==> src/hdl/tplbt_pkg.sv <==
`default_nettype none

package tplbt_pkg;

  // request kinds
  localparam logic [1:0] KIND_TICK = 2'd0;
  localparam logic [1:0] KIND_SEND = 2'd1;
  localparam logic [1:0] KIND_RECV = 2'd2;

  // transfer modes
  localparam logic [1:0] MODE_IDLE = 2'd0;
  localparam logic [1:0] MODE_SEND = 2'd1;
  localparam logic [1:0] MODE_RECV = 2'd2;

  // shared data shift register
  localparam int SHIFT_W     = 8;
  localparam int SHIFT_IDX_W = 3;

  typedef struct packed {
    logic [1:0]         kind;
    logic [SHIFT_W-1:0] send_byte;
    logic               line_pin;
  } item_t;

  typedef struct packed {
    logic               drive_pin;
    logic [1:0]         busy_mode;
    logic [SHIFT_W-1:0] received_byte;
    logic               received_done;
  } result_t;

endpackage

`default_nettype wire

==> src/hdl/tplbt_if.sv <==
`default_nettype none

// request channel into the transceiver
interface tplbt_in_if;
  logic       valid;
  logic       ready;
  logic [1:0] kind;
  logic [7:0] send_byte;
  logic       line_pin;

  modport source (output valid, kind, send_byte, line_pin, input ready);
  modport sink   (input valid, kind, send_byte, line_pin, output ready);
  modport mon    (input valid, ready, kind, send_byte, line_pin);
endinterface

// result channel out of the transceiver
interface tplbt_out_if;
  logic       valid;
  logic       ready;
  logic       drive_pin;
  logic [1:0] busy_mode;
  logic [7:0] received_byte;
  logic       received_done;

  modport source (output valid, drive_pin, busy_mode, received_byte, received_done,
                  input ready);
  modport sink   (input valid, drive_pin, busy_mode, received_byte, received_done,
                  output ready);
  modport mon    (input valid, ready, drive_pin, busy_mode, received_byte, received_done);
endinterface

`default_nettype wire

==> src/hdl/tplbt_core.sv <==
`default_nettype none

module tplbt_core #(
  parameter int DATA_BITS = 8
) (
  input  wire logic              clk,
  input  wire logic              rst_n,
  input  wire logic              en,
  input  wire tplbt_pkg::item_t  item,
  output tplbt_pkg::result_t     res
);
  import tplbt_pkg::*;

  localparam int POS_W = ($clog2(DATA_BITS + 4) > 4) ? $clog2(DATA_BITS + 4) : 4;
  localparam logic [POS_W-1:0] LAST_POS = POS_W'(DATA_BITS + 2);
  localparam logic [POS_W-1:0] SHIFT_LEN = POS_W'(SHIFT_W);

  logic [1:0]         mode_r,  mode_nxt;
  logic [POS_W-1:0]   pos_r,   pos_nxt;
  logic [SHIFT_W-1:0] shift_r, shift_nxt;
  logic               even_r,  even_nxt;
  logic               drive_r, drive_nxt;
  logic               done;
  logic [POS_W-1:0]   idx;

  // data bit index within the frame
  assign idx = pos_r - POS_W'(2);

  // next state for one request
  always_comb begin
    mode_nxt  = mode_r;
    pos_nxt   = pos_r;
    shift_nxt = shift_r;
    even_nxt  = even_r;
    drive_nxt = drive_r;
    done      = 1'b0;
    unique case (item.kind)
      KIND_TICK: begin
        even_nxt = ~even_r;
        if (even_r && mode_r == MODE_SEND) begin
          // transmit: high, low, data LSB first, low
          if (pos_r == '0) begin
            drive_nxt = 1'b1;
          end else if (pos_r == POS_W'(1)) begin
            drive_nxt = 1'b0;
          end else if (pos_r < LAST_POS) begin
            drive_nxt = (idx < SHIFT_LEN) ? shift_r[idx[SHIFT_IDX_W-1:0]] : 1'b0;
          end else begin
            drive_nxt = 1'b0;
            mode_nxt  = MODE_IDLE;
          end
          if (pos_r <= LAST_POS) begin
            pos_nxt = pos_r + POS_W'(1);
          end
        end else if (!even_r && mode_r == MODE_RECV) begin
          // receive: power up, wait for start, sample inverted bits
          if (pos_r == '0) begin
            drive_nxt = 1'b1;
            pos_nxt   = POS_W'(1);
          end else if (pos_r == POS_W'(1)) begin
            if (item.line_pin) begin
              pos_nxt   = POS_W'(2);
              shift_nxt = '0;
            end
          end else if (pos_r < LAST_POS) begin
            if (idx < SHIFT_LEN) begin
              shift_nxt[idx[SHIFT_IDX_W-1:0]] = shift_r[idx[SHIFT_IDX_W-1:0]] | ~item.line_pin;
            end
            pos_nxt = pos_r + POS_W'(1);
          end else begin
            drive_nxt = 1'b0;
            mode_nxt  = MODE_IDLE;
            done      = 1'b1;
          end
        end
      end
      KIND_SEND: begin
        shift_nxt = item.send_byte;
        pos_nxt   = '0;
        mode_nxt  = MODE_SEND;
      end
      KIND_RECV: begin
        pos_nxt  = '0;
        mode_nxt = MODE_RECV;
      end
      default: begin
        // unused kind leaves the state alone
      end
    endcase
  end

  // state registers
  always_ff @(posedge clk) begin
    if (!rst_n) begin
      mode_r  <= MODE_IDLE;
      pos_r   <= '0;
      shift_r <= '0;
      even_r  <= 1'b1;
      drive_r <= 1'b0;
    end else if (en) begin
      mode_r  <= mode_nxt;
      pos_r   <= pos_nxt;
      shift_r <= shift_nxt;
      even_r  <= even_nxt;
      drive_r <= drive_nxt;
    end
  end

  // result reflects the state after this request
  always_comb begin
    res.drive_pin     = drive_nxt;
    res.busy_mode     = mode_nxt;
    res.received_byte = shift_nxt;
    res.received_done = done;
  end

endmodule

`default_nettype wire

==> src/hdl/two_phase_line_byte_transceiver.sv <==
// Tick-driven byte transceiver for a shared power/data line.
// in_chan carries requests: kind 0 is a timer tick, kind 1 starts sending
// send_byte, kind 2 starts receiving; line_pin is the sensed pin level.
// out_chan returns exactly one result per request: the driver pin level,
// the transfer mode after the request, the shift register contents and a
// flag set on the tick that completes a reception.
// A request accepted on in_chan is captured in an input register; the core
// then updates the line state and loads the result register once that
// register is free or being drained, and out_chan offers the result from it.
// One request per cycle is sustained while out_chan is ready: the single
// state update per request sits between the input and result registers.
// When out_chan stalls, the result register holds and the input register
// keeps one further request; in_chan.ready then drops until out_chan drains.
// Reset (rst_n low, synchronous) empties both registers and returns the line
// to idle, even phase, driver low and a cleared shift register.
`default_nettype none

module two_phase_line_byte_transceiver #(
  parameter int DATA_BITS = 8
) (
  input wire logic   clk,
  input wire logic   rst_n,
  tplbt_in_if.sink   in_chan,
  tplbt_out_if.source out_chan
);
  import tplbt_pkg::*;

  item_t   in_r;
  logic    in_vld_r;
  result_t out_r;
  logic    out_vld_r;
  result_t res;
  logic    advance;
  logic    take;

  // result register free or being drained
  assign advance = !out_vld_r || out_chan.ready;
  assign in_chan.ready = !in_vld_r || advance;
  assign take = in_chan.valid && in_chan.ready;

  // input register
  always_ff @(posedge clk) begin
    if (!rst_n) begin
      in_vld_r <= 1'b0;
    end else if (in_chan.ready) begin
      in_vld_r <= in_chan.valid;
    end
  end

  always_ff @(posedge clk) begin
    if (take) begin
      in_r.kind      <= in_chan.kind;
      in_r.send_byte <= in_chan.send_byte;
      in_r.line_pin  <= in_chan.line_pin;
    end
  end

  tplbt_core #(
    .DATA_BITS(DATA_BITS)
  ) u_core (
    .clk   (clk),
    .rst_n (rst_n),
    .en    (in_vld_r && advance),
    .item  (in_r),
    .res   (res)
  );

  // result register
  always_ff @(posedge clk) begin
    if (!rst_n) begin
      out_vld_r <= 1'b0;
    end else if (advance) begin
      out_vld_r <= in_vld_r;
    end
  end

  always_ff @(posedge clk) begin
    if (in_vld_r && advance) begin
      out_r <= res;
    end
  end

  assign out_chan.valid         = out_vld_r;
  assign out_chan.drive_pin     = out_r.drive_pin;
  assign out_chan.busy_mode     = out_r.busy_mode;
  assign out_chan.received_byte = out_r.received_byte;
  assign out_chan.received_done = out_r.received_done;

endmodule

`default_nettype wire

==> src/flat_wrapper.sv <==
// flat-port wrapper written by rule: the top's interface ports become plain ports
module two_phase_line_byte_transceiver_flat import tplbt_pkg::*;
#(
  parameter int DATA_BITS = 8
)
  (clk, rst_n, in_chan_valid, in_chan_kind, in_chan_send_byte, in_chan_line_pin, in_chan_ready, out_chan_valid, out_chan_drive_pin, out_chan_busy_mode, out_chan_received_byte, out_chan_received_done, out_chan_ready);
  tplbt_in_if in_chan_i ();
  tplbt_out_if out_chan_i ();
  input wire logic clk;
  input wire logic rst_n;
  input wire logic [$bits(in_chan_i.valid)-1:0] in_chan_valid;
  input wire logic [$bits(in_chan_i.kind)-1:0] in_chan_kind;
  input wire logic [$bits(in_chan_i.send_byte)-1:0] in_chan_send_byte;
  input wire logic [$bits(in_chan_i.line_pin)-1:0] in_chan_line_pin;
  output wire logic [$bits(in_chan_i.ready)-1:0] in_chan_ready;
  output wire logic [$bits(out_chan_i.valid)-1:0] out_chan_valid;
  output wire logic [$bits(out_chan_i.drive_pin)-1:0] out_chan_drive_pin;
  output wire logic [$bits(out_chan_i.busy_mode)-1:0] out_chan_busy_mode;
  output wire logic [$bits(out_chan_i.received_byte)-1:0] out_chan_received_byte;
  output wire logic [$bits(out_chan_i.received_done)-1:0] out_chan_received_done;
  input wire logic [$bits(out_chan_i.ready)-1:0] out_chan_ready;
  assign in_chan_i.valid = in_chan_valid;
  assign in_chan_i.kind = in_chan_kind;
  assign in_chan_i.send_byte = in_chan_send_byte;
  assign in_chan_i.line_pin = in_chan_line_pin;
  assign in_chan_ready = in_chan_i.ready;
  assign out_chan_valid = out_chan_i.valid;
  assign out_chan_drive_pin = out_chan_i.drive_pin;
  assign out_chan_busy_mode = out_chan_i.busy_mode;
  assign out_chan_received_byte = out_chan_i.received_byte;
  assign out_chan_received_done = out_chan_i.received_done;
  assign out_chan_i.ready = out_chan_ready;
  two_phase_line_byte_transceiver #(.DATA_BITS(DATA_BITS)) u_core (.clk(clk), .rst_n(rst_n), .in_chan(in_chan_i), .out_chan(out_chan_i));
endmodule
==> config.mk <==
export PLATFORM = sky130hd
export DESIGN_NAME = two_phase_line_byte_transceiver_flat
export DESIGN_NICKNAME = d
export VERILOG_FILES = /design/src/hdl/tplbt_pkg.sv /design/src/hdl/tplbt_if.sv /design/src/hdl/tplbt_core.sv /design/src/hdl/two_phase_line_byte_transceiver.sv /design/src/flat_wrapper.sv
export SDC_FILE = /design/constraint.sdc
export NUM_CORES = 1
export LEC_CHECK = 0
export ABC_AREA = 1
export BUFFER_PORTS_ARGS = -buffer_cell sky130_fd_sc_hd__buf_2
export CAP_MARGIN = 15
export CORE_MARGIN = 2
export CORE_UTILIZATION = 58
export CTS_CLUSTER_DIAMETER = 80
export CTS_CLUSTER_SIZE = 25
export DETAILED_ROUTE_END_ITERATION = 12
export PLACE_DENSITY = 0.79
export SLEW_MARGIN = 0
export SYNTH_ARGS = -nofsm -noshare
export SYNTH_HDL_FRONTEND = slang
export SYNTH_SLANG_ARGS = --single-unit
export TNS_END_PERCENT = 1
==> constraint.sdc <==
create_clock -name clk -period 2 [get_ports clk]
set_input_delay 0.1 -clock clk [delete_from_list [all_inputs] [get_ports clk]]
set_output_delay 0.1 -clock clk [all_outputs]
set_load 0.05 [all_outputs]
# Word-level counts from Yosys, hierarchy flattened
# Index checks and enable logic that the tools add are counted.
# op_classes
add_sub_neg,2
mul,0
div_mod_pow,0
magnitude_cmp,5
eq_ne,9
shift,0
muxes,38
bitwise_logic,5
n_reduce_logical,17
# op_table
cell,n
$mux 8,7
$mux 4,7
$pmux 8 s2,1
$mux 1,13
$mux 2,5
$bwmux 8,1
$lt 4x4->1 const B,2
$pmux 4 s2,1
$ne 3x3->1 const B,2
$pmux 2 s3,1
$reduce_and 6->1,1
$logic_and 1x1->1,5
$ne 5x4->1 const B,1
$ne 5x5->1 const B,1
$reduce_or 5->1,1
$add 4x1->4 const B,1
$eq 2x1->1 const B,2
$eq 2x2->1 const B,2
$eq 4x1->1 const B,1
$le 4x4->1 const B,1
$logic_not 4->1,1
$lt 3x4->1 const B,1
$not 1->1,4
$sub 4x2->4 const B,1
10 further kinds,13
# totals
regBits,41
latchBits,0
ramBits,0
romBits,0
word_cells,90
n_memories,0

# Longest topological paths before layout
# logic_depth
word_depth,13
mapped_depth,16
ltp_nobuf,16

# Hierarchy
# A second synthesis with hierarchy kept.
# unflattened
cells_unflattened,334
hier_area_um2,2504.9
# modules_own_cells
mod,instances,cells_per_inst,area_each_um2,seq_area_each_um2
tplbt_core,1,298,1719.1,320.3
two_phase_line_byte_transceiver,1,36,785.8,730.7

# Worst setup path after synthesis
# Ideal clock, no wire load.
# synth_timing
path_kind,register to register
from,register u_core.out_vld_r (netlist: u_core.out_chan.valid)
to,register u_core.in_r[0] (netlist bit) (enable)
setup_time_ns,0.290
arrival_ns,1.562
required_time_ns,1.710
setup_slack_ns,0.148
path_stages_with_launch,4
n_path_buf,0
path_cell_list,dfxtp_1 > nand3_1 > nand2_1 > inv_1
# synth_between
elab_chain_len,4
# synth_rtl
element,line,source
"start, declared",two_phase_line_byte_transceiver.sv:31,logic out_vld_r;
"start signal, assigned",two_phase_line_byte_transceiver.sv:73,out_vld_r <= in_vld_r;
$logic_not 1->1,two_phase_line_byte_transceiver.sv:37,assign advance = !out_vld_r || out_chan.ready;
$logic_or 1x1->1,two_phase_line_byte_transceiver.sv:37,
$logic_or 1x1->1,two_phase_line_byte_transceiver.sv:38,assign in_chan.ready = !in_vld_r || advance;
net in_chan_ready,flat_wrapper.sv:15,output wire logic [$bits(in_chan_i.ready)-1:0] in_chan_ready;
$logic_and 1x1->1,two_phase_line_byte_transceiver.sv:39,assign take = in_chan.valid && in_chan.ready;
net u_core.take,two_phase_line_byte_transceiver.sv:34,logic take;
"end, declared",two_phase_line_byte_transceiver.sv:28,item_t in_r;
# The timed path passes the listed nets, and every way through them passes these cells.
# A chain may end at the register's enable or synchronous reset.

==> impl_results.md <==
- Fin crit share: 0.896
- # clock sinks: 41
- Core area: 0.00409 mm²
- Row count: 23
- Clock-pin slew on the worst setup and hold paths: around 80 ps
- VDD IR max: 587 µV
- Clock buffer depth: 2
- TritonCTS clock tree: done
- Max Freq: 558 MHz
- Root Buffer: clkbuf_8
- Sequential area share after synthesis: 0.419
- Io pins: 29
- Via count: 2,348
- PD cells: 686 mW/mm²
- Worst-Margin Slew: roughly 510 ps
- Final RePlAce weighted congestion: 0.964
- Yosys warnings: 0
- Outcome: finished, final reports clean
- Count leader, synth: nand2_1
- Final hold violations: 0
- Initial antenna violation count: 0
- Drt initial violations: about 380
- Clk_lat worst skew: 290 ps
- CP top delay family: simple AND/OR/NAND/NOR gates
- Hpwl dp: 4060 µm
- Cell Chain, Critical Path: inv_2 > ha_1 > inv_1 > nand2_1 > nand2_2 > nor2_4 > nand3_2 > a21oi_2 > nand2_1 > nand2_1 > nand2_1 > nand2_1 > nand2_1
- Post-synth top cells: nand2_1, inv_1, a21oi_1
- Worst Hold Class: input port to register
- Final wirelength: 6090 µm
- Final cell count without fillers: 431
- CP endpoint kind: register
- PortBufs: 28
- Die area: 0.00487 mm²
- Async set-or-reset flop fraction in the synthesized netlist: 0
- Die height: 69.8 µm
- Antenna-violating nets left: 0
- Grt ovf: 0
- Post-synth cell types: 29
- Avg Inst Size Synth: between 7 and 8 µm²
- Dominant synthesized flop cell: edfxtp_1
- First-pass GRT wire length: 9900 µm
- EDFF count, synth: 23
- TNS Setup: 0 ps
- Area growth, synth to finish: 18.9%
- Synth top area share: 0.275
- Post-Synthesis Cell Area: 0.00251 mm²
- Rel. slew slack: 0.658
- CTS H-Tree Depth: 2
- ANT cells: 0
- Cell taking the most area after synthesis: edfxtp_1
- Number of buffers created by CTS: 5
- WL/cell: 14.1 µm
- Vias in the first global route: 2,143
- P_leak: roughly 1.5 nW
- Crit Path Class: register to register
- Share of cells above drive strength 1: 0.202
- Cells after DPL: 412
- CP Buf/Inv Count: 2
- Post-Synthesis Net Count: 357
- Nets: 408
- Worst Path Required: 2050 ps
- Synth area leaders: edfxtp_1, dfxtp_1, nand2_1
- Power Total: 2.04 mW
- Final Util: 0.730
- GRT Overall Usage: 0.255
- Crit path time final: 1790 ps
- Total of max-cap violations: 0
- Critical-path top delay cell: dfxtp_1
- Slowest stage delay, CP: approximately 320 ps
- RSZ-0062 raised after global routing: false
- Initial cell density of the core: 0.614
- Hold Slack: 63.4 ps
- Final setup violation count: 0
- Crit Path Max Fanout: 4
- Pins Over Slew Limit: 0
- CP Data Arrival Time: 1840 ps
- Die X: 69.8 µm
- DR vias/cell: ~5.4
- Worst setup SP type: register
- Largest net degree at the start of global routing: 23
- Yosys reg bits: 41
- Post-Synthesis Cells: 329
- DRT Pass-1 Iters: 5
- CP dominant cell by count: nand2_1
- DRC Markers: 0
- Setup Skew: 5.66 ps
==> through the flow <==
stage | area [µm²] | worst slack [ps]
3_3_place_gp | 2760 | 247
6_report | 2980 | 208
2_1_floorplan | 2510 | 148
4_1_cts | 2970 | 117
3_5_place_dp | 2760 | 197
5_1_grt | 2980 | 10.7
==> path summary, 6_finish.rpt <==
kind                                                     startpoint                                          to  slack [ps]  cells past startpoint
worst max-delay path            u_core.u_core.pos_r[1]$_SDFFE_PN0P_  u_core.out_chan.received_byte[5]$_DFFE_PP_         210                     13
worst min-delay path                                          rst_n           u_core.u_core.even_r$_SDFFE_PN1P_          60                      2
worst max register to register  u_core.u_core.pos_r[1]$_SDFFE_PN0P_  u_core.out_chan.received_byte[5]$_DFFE_PP_         210                     13
worst min register to register   u_core.u_core.drive_r$_SDFFE_PN0P_          u_core.u_core.drive_r$_SDFFE_PN0P_         490                      2
==> power breakdown <==
part	total [mW]	switching, mW	internal, mW
combinational	0.408	0.266	0.142
sequential	0.979	0.0347	0.944
clock	0.657	0.289	0.369
==> metal layers <==
metal  track usage  vias up  share of wire
met2         0.410      114           0.46
met3        0.0465       14          0.066
met1         0.348     1054           0.46
li1              -     1166              -
met5             0        -              0
met4        0.0876        0          0.020
==> cells in the final DEF, fill, tap and decap left out, types with 3 or more instances in the layout <==
cell type      synthesis  final
nand2_1               95     95
inv_1                 42     41
a21oi_1               33     32
buf_2                  3     28
nand3_1               28     27
edfxtp_1              23     23
dfxtp_1               18     17
nor2_1                15     15
buf_4                  1     15
ha_1                  13     13
dlygate4sd3_1          0     11
inv_2                  9     10
o21ai_1                9      9
a22oi_1                8      8
o21ai_0                5      5
clkbuf_8               0      5
nand3_2                2      3
nand2_2                3      3
nor2_4                 3      3
==> logic make-up after synthesis <==
group	Yosys count	share of synthesized area
adder cells (fa/ha/maj)	13	0.0649
AO/OA/AOI/OAI	60	0.134
flip-flops	41	0.419
AND/OR/NAND/NOR	153	0.275
buffers and inverters	62	0.107
==> registers in the layout, indices dropped and copies added (netlist names) <==
signal / cells
u_core.u_core.pos_r: 4
u_core.out_chan.busy_mode: 2
u_core.out_chan.drive_pin: 1
u_core.out_chan.received_byte: 8
u_core.out_chan.received_done: 1
u_core.u_core.even_r: 1
u_core.u_core.drive_r: 1
u_core.u_core.shift_r: 8
u_core.u_core.mode_r: 2
u_core.in_vld_r: 1
u_core.out_chan.valid: 1
u_core.in_r: 11
==> repair_timing <==
action / in CTS / in global routing
buffers inserted: 0 / 0
setup endpoints to repair: 0 / 3
gates resized for setup: 0 / 4
endpoints found under the hold margin: 11 / 0
hold buffers: 11 / 0
==> layout make-up <==
| class | count | area, µm² |
|---|---|---|
| clock buffer | 6 | 72.6 |
| clock inverter | 2 | 33.8 |
| fill | 338 | 1100 |
| inverter | 52 | 200 |
| multi-input combinational | 226 | 1200 |
| sequential | 41 | 1050 |
| tap | 50 | 62.6 |
| timing repair buffer | 54 | 363 |
(Power assumes the default switching activity.)
